==> src/window_3x3_filter_defines.svh <==
// Assertion macros shared by the window filter RTL.
`ifndef WINDOW_3X3_FILTER_DEFINES_SVH
`define WINDOW_3X3_FILTER_DEFINES_SVH

// Check a consequent in the same cycle as its antecedent.
`define WF_ASSERT_SAME(lbl, ante, cons, msg) \
    lbl: assert property (@(posedge clk) disable iff (!rst_n) (ante) |-> (cons)) \
        else $error(msg);

// Check a consequent in the cycle after its antecedent.
`define WF_ASSERT_NEXT(lbl, ante, cons, msg) \
    lbl: assert property (@(posedge clk) disable iff (!rst_n) (ante) |=> (cons)) \
        else $error(msg);

`endif

==> src/wf_pkg.sv <==
// Types and constants shared by the 3x3 window filter modules.
package wf_pkg;

    typedef logic [31:0] pixel_t;

    // Window pixels, index = column * 3 + row (column 0 left, row 0 top).
    typedef pixel_t [8:0] win_t;

    typedef enum logic [1:0] {
        MODE_BOX   = 2'd0,
        MODE_GAUSS = 2'd1,
        MODE_EDGE  = 2'd2,
        MODE_PASS  = 2'd3
    } mode_t;

    typedef enum logic [1:0] {
        REG_WIDTH  = 2'd0,
        REG_HEIGHT = 2'd1,
        REG_MODE   = 2'd2,
        REG_NONE   = 2'd3
    } reg_idx_t;

    localparam int FIFO_DEPTH = 16;
    localparam int FIFO_PTR_W = 4;
    localparam int FIFO_CNT_W = 5;

    // Reciprocal multipliers: floor(s/9) for s <= 2295, floor(t/100) for t <= 25245.
    localparam logic [12:0] RECIP9     = 13'd7282;
    localparam int          RECIP9_SH  = 16;
    localparam logic [12:0] RECIP100   = 13'd5243;
    localparam int          RECIP100_SH = 19;

    // Per-item bookkeeping carried along the datapath.
    typedef struct packed {
        logic        filt_v;
        logic        bord_v;
        pixel_t      px;
        logic [9:0]  fx;
        logic [11:0] fy;
        logic [9:0]  bx;
        logic [11:0] by;
    } meta_t;

    typedef struct packed {
        logic        last;
        logic [11:0] pos_y;
        logic [9:0]  pos_x;
        pixel_t      pix;
    } entry_t;

    // Gaussian weight 1-2-1 / 2-4-2 / 1-2-1 at a window index.
    function automatic logic [2:0] gauss_w(input int idx);
        logic [2:0] w;
        if (idx == 4)
            w = 3'd4;
        else if (idx == 1 || idx == 3 || idx == 5 || idx == 7)
            w = 3'd2;
        else
            w = 3'd1;
        return w;
    endfunction

endpackage

==> src/wf_out_fifo.sv <==
// Result queue taking up to two items per cycle and giving one.
module wf_out_fifo (
    input  logic                          clk,
    input  logic                          rst_n,
    input  logic                          push0,
    input  wf_pkg::entry_t                push0_data,
    input  logic                          push1,
    input  wf_pkg::entry_t                push1_data,
    input  logic                          pop,
    output logic                          valid,
    output wf_pkg::entry_t                head,
    output logic [wf_pkg::FIFO_CNT_W-1:0] count
);
    import wf_pkg::*;

    entry_t                mem [FIFO_DEPTH];
    logic [FIFO_PTR_W-1:0] wr_ptr_reg;
    logic [FIFO_PTR_W-1:0] rd_ptr_reg;
    logic [FIFO_CNT_W-1:0] count_reg;
    logic [FIFO_PTR_W-1:0] wr_ptr1;
    logic                  do_pop;

    assign wr_ptr1 = wr_ptr_reg + FIFO_PTR_W'(1);
    assign do_pop  = pop && (count_reg != '0);

    // Store pushed items
    always_ff @(posedge clk)
    begin
        if (push0)
            mem[wr_ptr_reg] <= push0_data;
        if (push1)
            mem[wr_ptr1] <= push1_data;
    end

    // Move pointers and count
    always_ff @(posedge clk or negedge rst_n)
    begin
        if (!rst_n)
        begin
            wr_ptr_reg <= '0;
            rd_ptr_reg <= '0;
            count_reg  <= '0;
        end
        else
        begin
            wr_ptr_reg <= wr_ptr_reg + FIFO_PTR_W'(push0) + FIFO_PTR_W'(push1);
            rd_ptr_reg <= rd_ptr_reg + FIFO_PTR_W'(do_pop);
            count_reg  <= count_reg + FIFO_CNT_W'(push0) + FIFO_CNT_W'(push1)
                        - FIFO_CNT_W'(do_pop);
        end
    end

    assign valid = count_reg != '0;
    assign head  = mem[rd_ptr_reg];
    assign count = count_reg;

endmodule

==> config.mk <==
export PLATFORM = sky130hd
export DESIGN_NAME = wf_out_fifo
export DESIGN_NICKNAME = d
export VERILOG_FILES = /design/src/window_3x3_filter_defines.svh /design/src/wf_pkg.sv /design/src/wf_out_fifo.sv
export SDC_FILE = /design/constraint.sdc
export NUM_CORES = 1
export LEC_CHECK = 0
export ABC_AREA = 1
export ABC_CLOCK_PERIOD_IN_PS = 7050
export BUFFER_PORTS_ARGS = -buffer_cell sky130_fd_sc_hd__buf_4
export CAP_MARGIN = 20
export CELL_PAD_IN_SITES_DETAIL_PLACEMENT = 2
export CELL_PAD_IN_SITES_GLOBAL_PLACEMENT = 2
export CORE_UTILIZATION = 38
export DETAILED_ROUTE_END_ITERATION = 8
export PLACE_DENSITY_LB_ADDON = 0.15
export SLEW_MARGIN = 20
export SYNTH_ARGS = -nofsm -noshare
export SYNTH_HDL_FRONTEND = slang
export SYNTH_SLANG_ARGS = --single-unit
export TNS_END_PERCENT = 1
==> constraint.sdc <==
create_clock -name clk -period 7.05 [get_ports clk]
set_input_delay 1.0575 -clock clk [delete_from_list [all_inputs] [get_ports clk]]
set_output_delay 1.0575 -clock clk [all_outputs]
set_load 0.005 [all_outputs]
==> impl_metrics.json <==
{
  "criticalPathCategory": "register to output pin",
  "cts_root_buf": "clkbuf_16",
  "antenna_left": 0,
  "vias": 40662,
  "yosys_register_bits": 893,
  "irDropWorstVdd_mv": 0.362,
  "setup_violations": 0,
  "synthCells": 5715,
  "yosysSeqAreaShare_pct": 57.3,
  "path_clk_slew_ps": 60,
  "dr.pass1.iters": 7,
  "crit_slowest_cell": "dfrtp_4",
  "status": "completed",
  "routedWlPerCell_um": 25.5,
  "largest_register_ffs": 880,
  "cp-end-kind": "output pin",
  "cts_buffers": 108,
  "drv_cap": 0,
  "grt_pass1_wl_mm": 276,
  "io_pins": 176,
  "max_freq_mhz": 206,
  "grt-ovfl-total": 0,
  "core.rowCount": 128,
  "crit_chain": "inv_8 -> buf_12 -> nand2_1 -> nand3_1 -> nand2_1 -> nor2_1 -> nand2_1 -> nand2_1 -> buf_4",
  "drt-vias-per-instance": 5.61,
  "cts_sinks": 893,
  "syn_avg_cell_area_um2": 8.17,
  "start_util_pct": 38.3,
  "synth_cell_types": 21,
  "maxSlewViolCount": 0,
  "die_height_um": 352,
  "rsz0062_at_grt": "false",
  "crit_top_cell": "nand2_1",
  "areaGrowthSynthToFinish_pct": 11.9,
  "holdWs_ps": 201,
  "track_usage_pct": 29.6,
  "mappedNetlistArea_um2": 46700,
  "die_w_um": 352,
  "post_cts_buffers": 0,
  "max_stage_delay_ps": 760,
  "clock_latency_ps": 710,
  "drive_gt1_share_pct": 7.64,
  "path_max_fanout": 103,
  "timing.final.crit_share_pct": 68.9,
  "grt_pass1_vias": 43710,
  "gp_congestion": 0.758,
  "cts_resized": 0,
  "final_core_util_pct": 42.8,
  "antenna_found_initial": 7,
  "postRouteWirelength_mm": 185,
  "cts_hold_buf": 0,
  "hold_class": "input pin to async pin",
  "fin_skew_ps": 28.4,
  "core-area_um2": 122000,
  "dp_hpwl_mm": 101,
  "slew_headroom_pct": 12.5,
  "final_nets": 5651,
  "cp.arrival_ps": 3800,
  "fin_crit_ps": 4860,
  "startpoint_type": "register",
  "powerDensity_nw_per_um2": 414,
  "p_leak_uw": 0.0228,
  "setup_tns_ps": 0,
  "r2r_setup_slack_ps": 3200,
  "cts_max_level": 3,
  "io_buffers": 175,
  "worst_pin_slew_ps": 1310,
  "drc_errors": 0,
  "grt_max_degree": 194,
  "yosysWarningCount": 0,
  "cts_tree": "built",
  "cts_buffer_depth": 3,
  "drtIter0Drc": 2597,
  "cp_data_required_time_ps": 5990,
  "die_area_um2": 124000,
  "synth_fp_nets": 5841,
  "hold_violations": 0
}
-- per-stage QoR --
step | cells | power [µW] | setup WS [ps] | cell area (µm²)
after floorplan | 5715 | 12300 | 1230 | 46700
after detailed placement | 7040 | 16200 | 3000 | 48800
after CTS | 7237 | 21800 | 2180 | 52200
after global routing | 7239 | 22700 | 2070 | 52200
final | 7242 | 21600 | 2190 | 52200
after global placement | 7040 | 15800 | 3040 | 48800
-- cell usage after synthesis (all sizes together) --
cell type	count	area (µm²)
ha	8	100
a21oi	2	10.0
clkinv	1	3.75
nand3	352	1760
o31ai	4	30.0
and2	1	6.26
edfxtp	880	26400
inv	408	1530
fa	3	60.1
xnor2	1	8.76
dfrtp	13	325
buf	194	827
clkbuf	335	1260
nand2	2284	8570
o21ai	880	4400
xor2	7	61.3
nor2	342	1290
-- worst max-delay path: cells and delay by family, from the launching register on --
family | cells | cell delay [ps]
and+or+nand+nor | 6 | 790
DFF | 1 | 760
buffers and inverters | 3 | 1320
-- cell usage in the layout, fill, tap and decap left out, drive strengths merged --
master | netlist | final
dfrtp | 13 | 13
xor2 | 7 | 7
clkinv | 1 | 39
inv | 408 | 413
nand2 | 2284 | 2284
xnor2 | 1 | 1
nand3 | 352 | 352
clkbuf | 335 | 147
o21ai | 880 | 880
and2 | 1 | 1
clkinvlp | 0 | 1
nor2 | 342 | 342
bufinv | 0 | 6
fa | 3 | 3
ha | 8 | 8
buf | 194 | 229
diode | 0 | 5
edfxtp | 880 | 880
a21oi | 2 | 2
o31ai | 4 | 4
-- path summary, 6_finish.rpt --
path / startpoint / end / cells after the start
min in group clk: rd_ptr_reg[2]$_DFF_PN0_ / rd_ptr_reg[2]$_DFF_PN0_ / 1
min: rst_n / rd_ptr_reg[3]$_DFF_PN0_ / 1
min reg2reg: rd_ptr_reg[2]$_DFF_PN0_ / rd_ptr_reg[2]$_DFF_PN0_ / 1
max: rd_ptr_reg[0]$_DFF_PN0_ / head[32] / 9
max reg2reg: wr_ptr_reg[2]$_DFF_PN0_ / mem[2][25]$_DFFE_PP_ / 4
max in group asynchronous: rst_n / rd_ptr_reg[1]$_DFF_PN0_ / 1
-- logic make-up (layout without fill, tap and decap cells) --
family / count (synthesis) / count (layout) / share of synthesized area, %
AND/OR/NAND/NOR: 2979 / 2979 / 24.9
adder cells (fa/ha/maj): 11 / 11 / 0.343
flip-flops: 893 / 893 / 57.3
AO/OA/AOI/OAI: 886 / 886 / 9.52
XOR/XNOR: 8 / 8 / 0.150
other: 0 / 5 / 0
buffers and inverters: 938 / 835 / 7.75
-- metal layers --
metal | track usage, % | up-vias | wire, µm | part of all wire [%]
li1 | - | 18140 | - | -
met1 | 37.3 | 21250 | 78100 | 42
met2 | 52.5 | 951 | 92800 | 50
met3 | 3.26 | 313 | 7740 | 4.2
met4 | 10.0 | 8 | 6230 | 3.4
met5 | 0 | - | 54 | 0.029
-- layout make-up --
type	count	area, µm²
well taps	1625	2030
multi-input cells	3884	16700
inverters	409	1560
fillers	13529	69700
flip-flops and latches	893	26800
repair buffers	229	1790
clock buffers	147	3000
diodes	5	12.5
clock inverters	50	407
-- where the power goes --
part | leakage, µW | internal, µW | switching, µW
combinational | 0.0130 | 2210 | 6340
sequential | 0.00815 | 7110 | 424
clock | 0.00168 | 3180 | 2340
total | 0.0228 | 12500 | 9110
No activity file was read; power rests on OpenSTA's default activity.
